**src/rtl/core/tmtg_pkg.sv**
```systemverilog
// tmtg_pkg: widths, register indexes, the result record and clamp helpers
// for the tile mean threshold grid. Standalone; imported by every module of the block.
`default_nettype none

package tmtg_pkg;

  localparam int NUM_CELLS  = 64;
  localparam int CELL_W     = 6;   // cell coordinate / sum memory address
  localparam int POS_W      = 12;  // scan position along either index
  localparam int REM_W      = 6;   // position within a tile
  localparam int TILE_W     = 7;   // tile size and cell count registers
  localparam int LINE_W     = 13;  // line length and line count registers
  localparam int MAXV_W     = 8;
  localparam int SUM_W      = 20;
  localparam int AREA_W     = 13;
  localparam int PIX_W      = 8;
  localparam int CFG_IDX_W  = 3;
  localparam int CFG_DATA_W = 13;
  localparam int DIV_STEPS  = POS_W;
  localparam int DIV_CNT_W  = 4;

  localparam logic [TILE_W-1:0] MAX_TILE  = 7'd64;
  localparam logic [TILE_W-1:0] MAX_CELLS = 7'd64;
  localparam logic [LINE_W-1:0] MAX_LINE  = 13'd4096;

  localparam logic [CFG_IDX_W-1:0] REG_TILE_OUTER  = 3'd0;
  localparam logic [CFG_IDX_W-1:0] REG_TILE_INNER  = 3'd1;
  localparam logic [CFG_IDX_W-1:0] REG_CELLS_OUTER = 3'd2;
  localparam logic [CFG_IDX_W-1:0] REG_CELLS_INNER = 3'd3;
  localparam logic [CFG_IDX_W-1:0] REG_LINE_LENGTH = 3'd4;
  localparam logic [CFG_IDX_W-1:0] REG_LINE_COUNT  = 3'd5;
  localparam logic [CFG_IDX_W-1:0] REG_MAX_VALUE   = 3'd6;

  typedef struct packed {
    logic              last_cell;
    logic              filled;
    logic [CELL_W-1:0] cell_inner;
    logic [CELL_W-1:0] cell_outer;
  } result_t;

  function automatic logic [TILE_W-1:0] clamp_small(input logic [TILE_W-1:0] v,
                                                    input logic [TILE_W-1:0] hi);
    logic [TILE_W-1:0] r;
    r = v;
    if (v == '0) r = TILE_W'(1);
    else if (v > hi) r = hi;
    return r;
  endfunction

  function automatic logic [LINE_W-1:0] clamp_line(input logic [LINE_W-1:0] v);
    logic [LINE_W-1:0] r;
    r = v;
    if (v == '0) r = LINE_W'(1);
    else if (v > MAX_LINE) r = MAX_LINE;
    return r;
  endfunction

endpackage

`default_nettype wire

```
**src/rtl/core/tile_mean_threshold_grid.sv**
```systemverilog
// tile_mean_threshold_grid: block-average downsampler with binarization.
// Depends on tmtg_pkg and tmtg_div.
//
//   channel | dir | payload                                        | handshake
//   s_      | in  | tdata[7:0] pixel                               | tvalid/tready
//   m_      | out | tdata[5:0] cell_outer, [11:6] cell_inner,      | tvalid/tready
//           |     | [12] filled; tlast last_cell                   |
//   cfg_    | in  | cfg_index selects register, cfg_wdata value    | cfg_we, no wait
//
// One pixel per cycle: a request reads its column sum from the sum memory, the next
// cycle adds the pixel and writes it back, with forwarding on back-to-back hits.
// After reset and after every configuration write the tile position is rebuilt by
// a bit-serial divider, then two multiply steps (area, threshold); ready stays low throughout.
// Input ready also drops while two results are queued or on their way to the output.
// Column sums live in a 64 x 20 memory; per-entry valid bits make reset and image
// wrap clear it at once.
`default_nettype none

module tile_mean_threshold_grid (
  input  wire logic                            clk,
  input  wire logic                            rst,
  input  wire logic                            s_tvalid,
  output logic                                 s_tready,
  input  wire logic [7:0]                      s_tdata,   // [7:0] pixel
  output logic                                 m_tvalid,
  input  wire logic                            m_tready,
  output logic [15:0]                          m_tdata,   // [5:0] cell_outer, [11:6] cell_inner,
                                                          // [12] filled, [15:13] zero
  output logic                                 m_tlast,
  input  wire logic                            cfg_we,
  input  wire logic [tmtg_pkg::CFG_IDX_W-1:0]  cfg_index,
  input  wire logic [tmtg_pkg::CFG_DATA_W-1:0] cfg_wdata
);
  import tmtg_pkg::*;

  localparam logic [1:0] ST_LOAD = 2'd0;
  localparam logic [1:0] ST_DIV  = 2'd1;
  localparam logic [1:0] ST_AREA = 2'd2;
  localparam logic [1:0] ST_THR  = 2'd3;
  localparam logic [2:0] ST_RUN_FLAG = 3'd4;

  // configuration registers
  logic [TILE_W-1:0] tile_outer, tile_inner, cells_outer, cells_inner;
  logic [LINE_W-1:0] line_length, line_count;
  logic [MAXV_W-1:0] max_value;

  always_ff @(posedge clk) begin
    if (rst) begin
      tile_outer  <= TILE_W'(1);
      tile_inner  <= TILE_W'(1);
      cells_outer <= TILE_W'(1);
      cells_inner <= TILE_W'(1);
      line_length <= LINE_W'(1);
      line_count  <= LINE_W'(1);
      max_value   <= MAXV_W'(255);
    end else if (cfg_we) begin
      case (cfg_index)
        REG_TILE_OUTER:  tile_outer  <= cfg_wdata[TILE_W-1:0];
        REG_TILE_INNER:  tile_inner  <= cfg_wdata[TILE_W-1:0];
        REG_CELLS_OUTER: cells_outer <= cfg_wdata[TILE_W-1:0];
        REG_CELLS_INNER: cells_inner <= cfg_wdata[TILE_W-1:0];
        REG_LINE_LENGTH: line_length <= cfg_wdata;
        REG_LINE_COUNT:  line_count  <= cfg_wdata;
        REG_MAX_VALUE:   max_value   <= cfg_wdata[MAXV_W-1:0];
        default: ;
      endcase
    end
  end

  logic [TILE_W-1:0] to_c, ti_c, co_c, ci_c;
  logic [LINE_W-1:0] len_c, cnt_c;
  logic [MAXV_W-1:0] thr_mult;

  assign to_c     = clamp_small(tile_outer, MAX_TILE);
  assign ti_c     = clamp_small(tile_inner, MAX_TILE);
  assign co_c     = clamp_small(cells_outer, MAX_CELLS);
  assign ci_c     = clamp_small(cells_inner, MAX_CELLS);
  assign len_c    = clamp_line(line_length);
  assign cnt_c    = clamp_line(line_count);
  // mean > half  <=>  sum >= (half + 1) * area
  assign thr_mult = {1'b0, max_value[MAXV_W-1:1]} + MAXV_W'(1);

  // recompute sequencer
  logic [2:0] state;   // bit 2 marks run, low bits the recompute step
  logic       running;
  logic       div_start, div_done, div_done_i;
  logic [POS_W-1:0] q_o, q_i;
  logic [REM_W-1:0] r_o, r_i;
  logic [AREA_W-1:0] area;
  logic [SUM_W-1:0]  thresh;
  logic [2*TILE_W-1:0] area_full;
  logic [AREA_W+MAXV_W-1:0] thr_full;

  assign running   = state[2];
  assign div_start = (state == {1'b0, ST_LOAD});
  assign area_full = to_c * ti_c;
  assign thr_full  = area * thr_mult;

  always_ff @(posedge clk) begin
    if (rst) begin
      state <= {1'b0, ST_LOAD};
    end else if (cfg_we) begin
      state <= {1'b0, ST_LOAD};
    end else begin
      case (state)
        {1'b0, ST_LOAD}: state <= {1'b0, ST_DIV};
        {1'b0, ST_DIV}:  if (div_done) state <= {1'b0, ST_AREA};
        {1'b0, ST_AREA}: state <= {1'b0, ST_THR};
        {1'b0, ST_THR}:  state <= ST_RUN_FLAG;
        ST_RUN_FLAG:     state <= ST_RUN_FLAG;
        default:         state <= {1'b0, ST_LOAD};
      endcase
    end
  end

  always_ff @(posedge clk) begin
    if (state == {1'b0, ST_AREA}) area <= area_full[AREA_W-1:0];
    if (state == {1'b0, ST_THR})  thresh <= thr_full[SUM_W-1:0];
  end

  // scan position, tile offset and cell index along both axes
  logic [POS_W-1:0] pos_o, pos_i, cell_o, cell_i;
  logic [REM_W-1:0] rem_o, rem_i;

  tmtg_div u_div_outer (
    .clk       (clk),
    .rst       (rst),
    .start     (div_start),
    .dividend  (pos_o),
    .divisor   (to_c),
    .done      (div_done),
    .quotient  (q_o),
    .remainder (r_o)
  );

  tmtg_div u_div_inner (
    .clk       (clk),
    .rst       (rst),
    .start     (div_start),
    .dividend  (pos_i),
    .divisor   (ti_c),
    .done      (div_done_i),
    .quotient  (q_i),
    .remainder (r_i)
  );

  // output queue, two entries
  result_t           q_mem [2];
  logic              q_wp, q_rp;
  logic [1:0]        q_cnt;
  logic              q_push, q_pop;

  // stage 1 registers
  logic              s1_valid, s1_emit, s1_wrap, s1_last;
  logic [CELL_W-1:0] s1_addr, s1_co;
  logic [PIX_W-1:0]  s1_pix;

  logic [1:0] pending;
  logic       acc;

  assign pending  = q_cnt + {1'b0, s1_valid & s1_emit};
  assign s_tready = running && (pending < 2'd2);
  assign acc      = s_tvalid && s_tready;

  // per-pixel decode
  logic in_grid, tile_end, last_now;
  logic [LINE_W-1:0] i_inc, o_inc;
  logic line_end, img_end;
  logic [TILE_W-1:0] rem_i_inc, rem_o_inc;

  assign in_grid   = (cell_o < POS_W'(co_c)) && (cell_i < POS_W'(ci_c));
  assign tile_end  = ({1'b0, rem_o} == to_c - TILE_W'(1)) &&
                     ({1'b0, rem_i} == ti_c - TILE_W'(1));
  assign last_now  = (cell_o == POS_W'(co_c - TILE_W'(1))) &&
                     (cell_i == POS_W'(ci_c - TILE_W'(1)));
  assign i_inc     = {1'b0, pos_i} + LINE_W'(1);
  assign o_inc     = {1'b0, pos_o} + LINE_W'(1);
  assign line_end  = i_inc >= len_c;
  assign img_end   = line_end && (o_inc >= cnt_c);
  assign rem_i_inc = {1'b0, rem_i} + TILE_W'(1);
  assign rem_o_inc = {1'b0, rem_o} + TILE_W'(1);

  always_ff @(posedge clk) begin
    if (rst) begin
      pos_o  <= '0;
      pos_i  <= '0;
      cell_o <= '0;
      cell_i <= '0;
      rem_o  <= '0;
      rem_i  <= '0;
    end else if ((state == {1'b0, ST_DIV}) && div_done) begin
      cell_o <= q_o;
      rem_o  <= r_o;
      cell_i <= q_i;
      rem_i  <= r_i;
    end else if (acc) begin
      if (line_end) begin
        pos_i  <= '0;
        rem_i  <= '0;
        cell_i <= '0;
        if (img_end) begin
          pos_o  <= '0;
          rem_o  <= '0;
          cell_o <= '0;
        end else begin
          pos_o <= o_inc[POS_W-1:0];
          if (rem_o_inc == to_c) begin
            rem_o  <= '0;
            cell_o <= cell_o + POS_W'(1);
          end else begin
            rem_o <= rem_o_inc[REM_W-1:0];
          end
        end
      end else begin
        pos_i <= i_inc[POS_W-1:0];
        if (rem_i_inc == ti_c) begin
          rem_i  <= '0;
          cell_i <= cell_i + POS_W'(1);
        end else begin
          rem_i <= rem_i_inc[REM_W-1:0];
        end
      end
    end
  end

  // column sum memory with valid bits
  logic [SUM_W-1:0]     sum_mem [NUM_CELLS];
  logic [NUM_CELLS-1:0] sum_ok;
  logic [SUM_W-1:0]     rd_data;
  logic                 rd_ok;
  logic                 wr_en;
  logic [SUM_W-1:0]     wr_data;
  logic                 fwd_valid;
  logic [CELL_W-1:0]    fwd_addr;
  logic [SUM_W-1:0]     fwd_data;
  logic [SUM_W-1:0]     sum_old, sum_new;

  assign sum_old = (fwd_valid && (fwd_addr == s1_addr)) ? fwd_data :
                   (rd_ok ? rd_data : '0);
  assign sum_new = sum_old + SUM_W'(s1_pix);
  // the pixel that closes an image writes no sum back, since the wrap clears them anyway
  assign wr_en   = s1_valid && !s1_wrap;
  assign wr_data = s1_emit ? '0 : sum_new;

  always_ff @(posedge clk) begin
    if (wr_en) sum_mem[s1_addr] <= wr_data;
    if (acc) begin
      rd_data <= sum_mem[cell_i[CELL_W-1:0]];
      rd_ok   <= sum_ok[cell_i[CELL_W-1:0]];
    end
    fwd_addr <= s1_addr;
    fwd_data <= wr_data;
  end

  always_ff @(posedge clk) begin
    if (rst) begin
      sum_ok    <= '0;
      fwd_valid <= 1'b0;
    end else begin
      fwd_valid <= wr_en;
      if (acc && img_end) sum_ok <= '0;
      else if (wr_en) sum_ok[s1_addr] <= 1'b1;
    end
  end

  always_ff @(posedge clk) begin
    if (rst) s1_valid <= 1'b0;
    else     s1_valid <= acc && in_grid;
  end

  always_ff @(posedge clk) begin
    if (acc) begin
      s1_addr <= cell_i[CELL_W-1:0];
      s1_co   <= cell_o[CELL_W-1:0];
      s1_pix  <= s_tdata;
      s1_emit <= tile_end;
      s1_wrap <= img_end;
      s1_last <= last_now;
    end
  end

  // result queue
  result_t res;
  assign res.cell_outer = s1_co;
  assign res.cell_inner = s1_addr;
  assign res.filled     = sum_new >= thresh;
  assign res.last_cell  = s1_last;

  assign q_push = s1_valid && s1_emit;
  assign q_pop  = m_tvalid && m_tready;

  always_ff @(posedge clk) begin
    if (q_push) q_mem[q_wp] <= res;
  end

  always_ff @(posedge clk) begin
    if (rst) begin
      q_wp  <= 1'b0;
      q_rp  <= 1'b0;
      q_cnt <= '0;
    end else begin
      if (q_push) q_wp <= ~q_wp;
      if (q_pop)  q_rp <= ~q_rp;
      q_cnt <= q_cnt + {1'b0, q_push} - {1'b0, q_pop};
    end
  end

  result_t head;
  assign head     = q_mem[q_rp];
  assign m_tvalid = (q_cnt != '0);
  assign m_tdata  = {3'b000, head.filled, head.cell_inner, head.cell_outer};
  assign m_tlast  = head.last_cell;

`ifndef SYNTH
  a_queue_bound: assert property (@(posedge clk) disable iff (rst)
    q_cnt <= 2'd2)
    else $error("result queue over capacity");

  a_no_overflow: assert property (@(posedge clk) disable iff (rst)
    (q_push && !q_pop) |-> (q_cnt < 2'd2))
    else $error("result pushed into full queue");

  a_offset_in_tile: assert property (@(posedge clk) disable iff (rst)
    running |-> (({1'b0, rem_i} < ti_c) && ({1'b0, rem_o} < to_c)))
    else $error("tile offset out of range");

  a_wrap_clears: assert property (@(posedge clk) disable iff (rst)
    (acc && img_end) |=> (sum_ok == '0))
    else $error("column sums survive image wrap");

  a_no_accept_recompute: assert property (@(posedge clk) disable iff (rst)
    !running |-> !s_tready)
    else $error("pixel taken during geometry recompute");

  a_div_lockstep: assert property (@(posedge clk) disable iff (rst)
    div_done == div_done_i)
    else $error("dividers out of step");
`endif

endmodule

`default_nettype wire

```
**src/rtl/core/tmtg_div.sv**
```systemverilog
// tmtg_div: restoring divider, one quotient bit per cycle, splits a scan
// position into tile index and offset within the tile. Uses tmtg_pkg.
`default_nettype none

module tmtg_div (
  input  wire logic                        clk,
  input  wire logic                        rst,
  input  wire logic                        start,
  input  wire logic [tmtg_pkg::POS_W-1:0]  dividend,
  input  wire logic [tmtg_pkg::TILE_W-1:0] divisor,
  output logic                             done,
  output logic [tmtg_pkg::POS_W-1:0]       quotient,
  output logic [tmtg_pkg::REM_W-1:0]       remainder
);
  import tmtg_pkg::*;

  logic [DIV_CNT_W-1:0] steps;
  logic [TILE_W-1:0]    trial;
  logic                 fits;

  // remainder stays below the divisor (at most 64), so one shifted-in bit fits in 7 bits
  assign trial = {remainder, quotient[POS_W-1]};
  assign fits  = trial >= divisor;

  always_ff @(posedge clk) begin
    if (rst) begin
      steps <= '0;
      done  <= 1'b0;
    end else if (start) begin
      steps <= DIV_CNT_W'(DIV_STEPS);
      done  <= 1'b0;
    end else begin
      done <= (steps == DIV_CNT_W'(1));
      if (steps != '0) steps <= steps - DIV_CNT_W'(1);
    end
  end

  always_ff @(posedge clk) begin
    if (start) begin
      quotient  <= dividend;
      remainder <= '0;
    end else if (steps != '0) begin
      if (fits) begin
        remainder <= REM_W'(trial - divisor);
        quotient  <= {quotient[POS_W-2:0], 1'b1};
      end else begin
        remainder <= trial[REM_W-1:0];
        quotient  <= {quotient[POS_W-2:0], 1'b0};
      end
    end
  end

endmodule

`default_nettype wire

```
**config.mk**
```make
export PLATFORM = sky130hd
export DESIGN_NAME = tile_mean_threshold_grid
export DESIGN_NICKNAME = d
export VERILOG_FILES = /design/src/rtl/core/tmtg_pkg.sv /design/src/rtl/core/tile_mean_threshold_grid.sv /design/src/rtl/core/tmtg_div.sv
export SDC_FILE = /design/constraint.sdc
export NUM_CORES = 2
export LEC_CHECK = 0
export BUFFER_PORTS_ARGS = -buffer_cell sky130_fd_sc_hd__clkbuf_2
export CELL_PAD_IN_SITES_DETAIL_PLACEMENT = 1
export CELL_PAD_IN_SITES_GLOBAL_PLACEMENT = 1
export CORE_MARGIN = 2
export CORE_UTILIZATION = 50
export CTS_BUF_LIST = sky130_fd_sc_hd__clkbuf_16
export CTS_CLUSTER_DIAMETER = 120
export DETAILED_ROUTE_END_ITERATION = 6
export GPL_TIMING_DRIVEN = 0
export PLACE_DENSITY = 0.72
export SLEW_MARGIN = 20
export SYNTH_ARGS = -nofsm -noshare
export SYNTH_HDL_FRONTEND = slang
export SYNTH_HIERARCHICAL = 1
export SYNTH_SLANG_ARGS = --single-unit
```
**constraint.sdc**
```tcl
create_clock -name clk -period 11.3 [get_ports clk]
set_clock_uncertainty 0.2 [all_clocks]
set_input_delay 0.565 -clock clk [delete_from_list [all_inputs] [get_ports clk]]
set_output_delay 0.565 -clock clk [all_outputs]
set_load 0.02 [all_outputs]
```
==> impl_metrics.toml <==
[route]
vias = 41740
drc = 0
wirelength_mm = 209.3
dr.pass1.iters = 5
wl_per_cell_um = 31.23
drt-vias-per-instance = 6.227
ant_nets = 0
drtIter0Drc = 4414

[worst_setup_path]
critical_path_arrival_ns = 8.27
cp.required_ns = 11.73
slowest_stage = "nor2b_4"
crit_fanout = 40
critPathTopFamily = "simple AND/OR/NAND/NOR gates"
crit_type = "register to register"
worstPathCellList = "buf_2 -> xnor2_1 -> nand4_1 -> nor4_4 -> clkbuf_1 -> clkbuf_1 -> buf_2 -> clkbuf_1 -> nand2_1 -> o21ai_0 -> ha_1 -> inv_1 -> fa_1 -> nor2b_1 -> o21ai_0 -> a21boi_0 -> o21ai_0 -> a211oi_1 -> nor4b_1 -> xnor2_1 -> nor2b_4 -> buf_12"
crit_buf_inv = 7
end_kind = "register"
max_stage_delay_ns = 0.79
start_kind = "register"
r2r_slack_ns = 3.47

[sta]
setup_tns_ns = 0
final_hold_viol_count = 0
rsz0062_at_grt = "false"
slew_headroom_pct = 16.87
period_minus_slack_ns = 7.835
worst_slew_pin_slew_ns = 1.243
max_freq_ghz = 0.1276
fin_ws_ns = 3.465
period_share_pct = 69.33
setup_viol = 0
slew_viol_final = 0

[clock_network]
cts_buffers = 170
cts_hold_buf = 14
clock_path_buffers = 3
cts_sinks = 1651
cts.repair.resized = 0
clkTransAtPathRegs_ns = 0.07
cts_setup_buffers = 0
cts_tree = "yes"
cts_max_level = 4
clk_latency_ns = 0.82
cts-root-buf = "clkbuf_16"

[finish]
final_cell_mix = "1,409 x edfxtp_1, 441 x mux4_2, 317 x nand2_1, 242 x dfxtp_1, 210 x inv_1"
fin_util_pct = 58.14
layout_commonest_cell = "edfxtp_1"
nFillCells = 12910
seqCellArea_sq_um = 47160
syn_to_final_growth_pct = 15.82
drive_gt1_share_pct = 21.27
multi_input_area_sq_um = 23800
layout.nets = 4939

[placement]
gp_congestion = 0.8607
pre_cts_slack_ns = 3.588
hpwlAfterDp_mm = 146.1
io_buffers = 43

[outcome]
status = "complete, no violations"

[synthesis]
yosysWarnings = 6
synth.avg_cell_area_sq_um = 16.61
synth.cell_area_sq_um = 71770
syn-instance-count = 4320

[global_route]
globalRouteTotalUtil_pct = 28.93
grt_max_degree = 41
grt_pass1_vias = 43510
grt_pass1_wl_mm = 305.0
overflow = 0
antenna_found_initial = 14

[floorplanning]
chipWidth_um = 382.9
die_area_sq_um = 146600
io_pins = 48
fp.coreArea_sq_um = 143000
die_y_um = 382.9
initial_utilization_pct = 50.20
rows = 139

[power]
irDropWorstVdd_mv = 0.1342
p_leak_nw = 28.05
power_density_nw_per_um2 = 160.1

[worst_hold_path]
min_path_type = "primary input to register"

[flow_run]
max-cap-violations = 0
[flip-flops by register name (all words and copies together) (netlist names), 13 cells and up, named ones only]
register and flops:
sum_ok 64, rd_data 20, thresh 20, line_length 13
area 13, sum_mem 1280, q_mem 28, line_count 13
fwd_data 20
[worst paths after layout]
kind | depth (start not counted) | from | to
setup reg to reg | 22 | s1_addr[4] | sum_mem[49][16]
hold reg to reg | 0 | s1_co[4] | q_mem[0][4]
hold / removal | 3 | cfg_wdata[6] | tile_outer[6]
setup / recovery | 22 | s1_addr[4] | sum_mem[49][16]
[stage by stage]
step	hold WS, ns	instances	power (mW)	cell area (sq um)
floorplan	0.1773	4322	7.474	71770
global placement	0.2240	6268	7.760	74370
detailed placement	0.2359	6367	7.775	77320
CTS	0.002355	6699	13.37	83090
global route	0.06104	6700	13.70	83110
finish	0.03504	6703	13.31	83120
[power by group]
group	internal [mW]	switching [mW]	total, mW
clock network	3.20	2.45	5.65
logic	0.429	0.621	1.05
registers	6.58	0.0261	6.61
total	10.2	3.09	13.3
[worst register-to-register path: cells and delay by family, from the launching register on]
family	cells	cell delay (ns)
AND/OR/NAND/NOR	6	2.26
buffers and inverters	7	2.27
AO/OA/AOI/OAI	5	1.29
XOR/XNOR	2	0.41
flip-flops	1	0.51
adder cells (fa/ha/maj)	2	0.69
[area by class of cell]
type | count | area share, %
sequential | 1651 | 56.73
multi-input combinational | 2290 | 28.63
clock buffer | 174 | 5.238
timing repair buffer | 156 | 3.178
tap | 1903 | 2.865
clock inverter | 144 | 1.531
buffer | 201 | 0.9980
inverter | 180 | 0.8174
antenna | 4 | 0.01204
[metal layers]
metal | part of all wire, % | routed length [um] | vias up | track usage [%]
met5 | 0.0086 | 18 | - | 0
met4 | 3.7 | 7766 | 2 | 10.24
met3 | 9.2 | 19310 | 393 | 6.760
met2 | 47 | 98640 | 1962 | 45.45
met1 | 40 | 83590 | 21980 | 39.82
li1 | - | - | 17400 | -
Note: power is estimated with default switching activity, not from simulation.
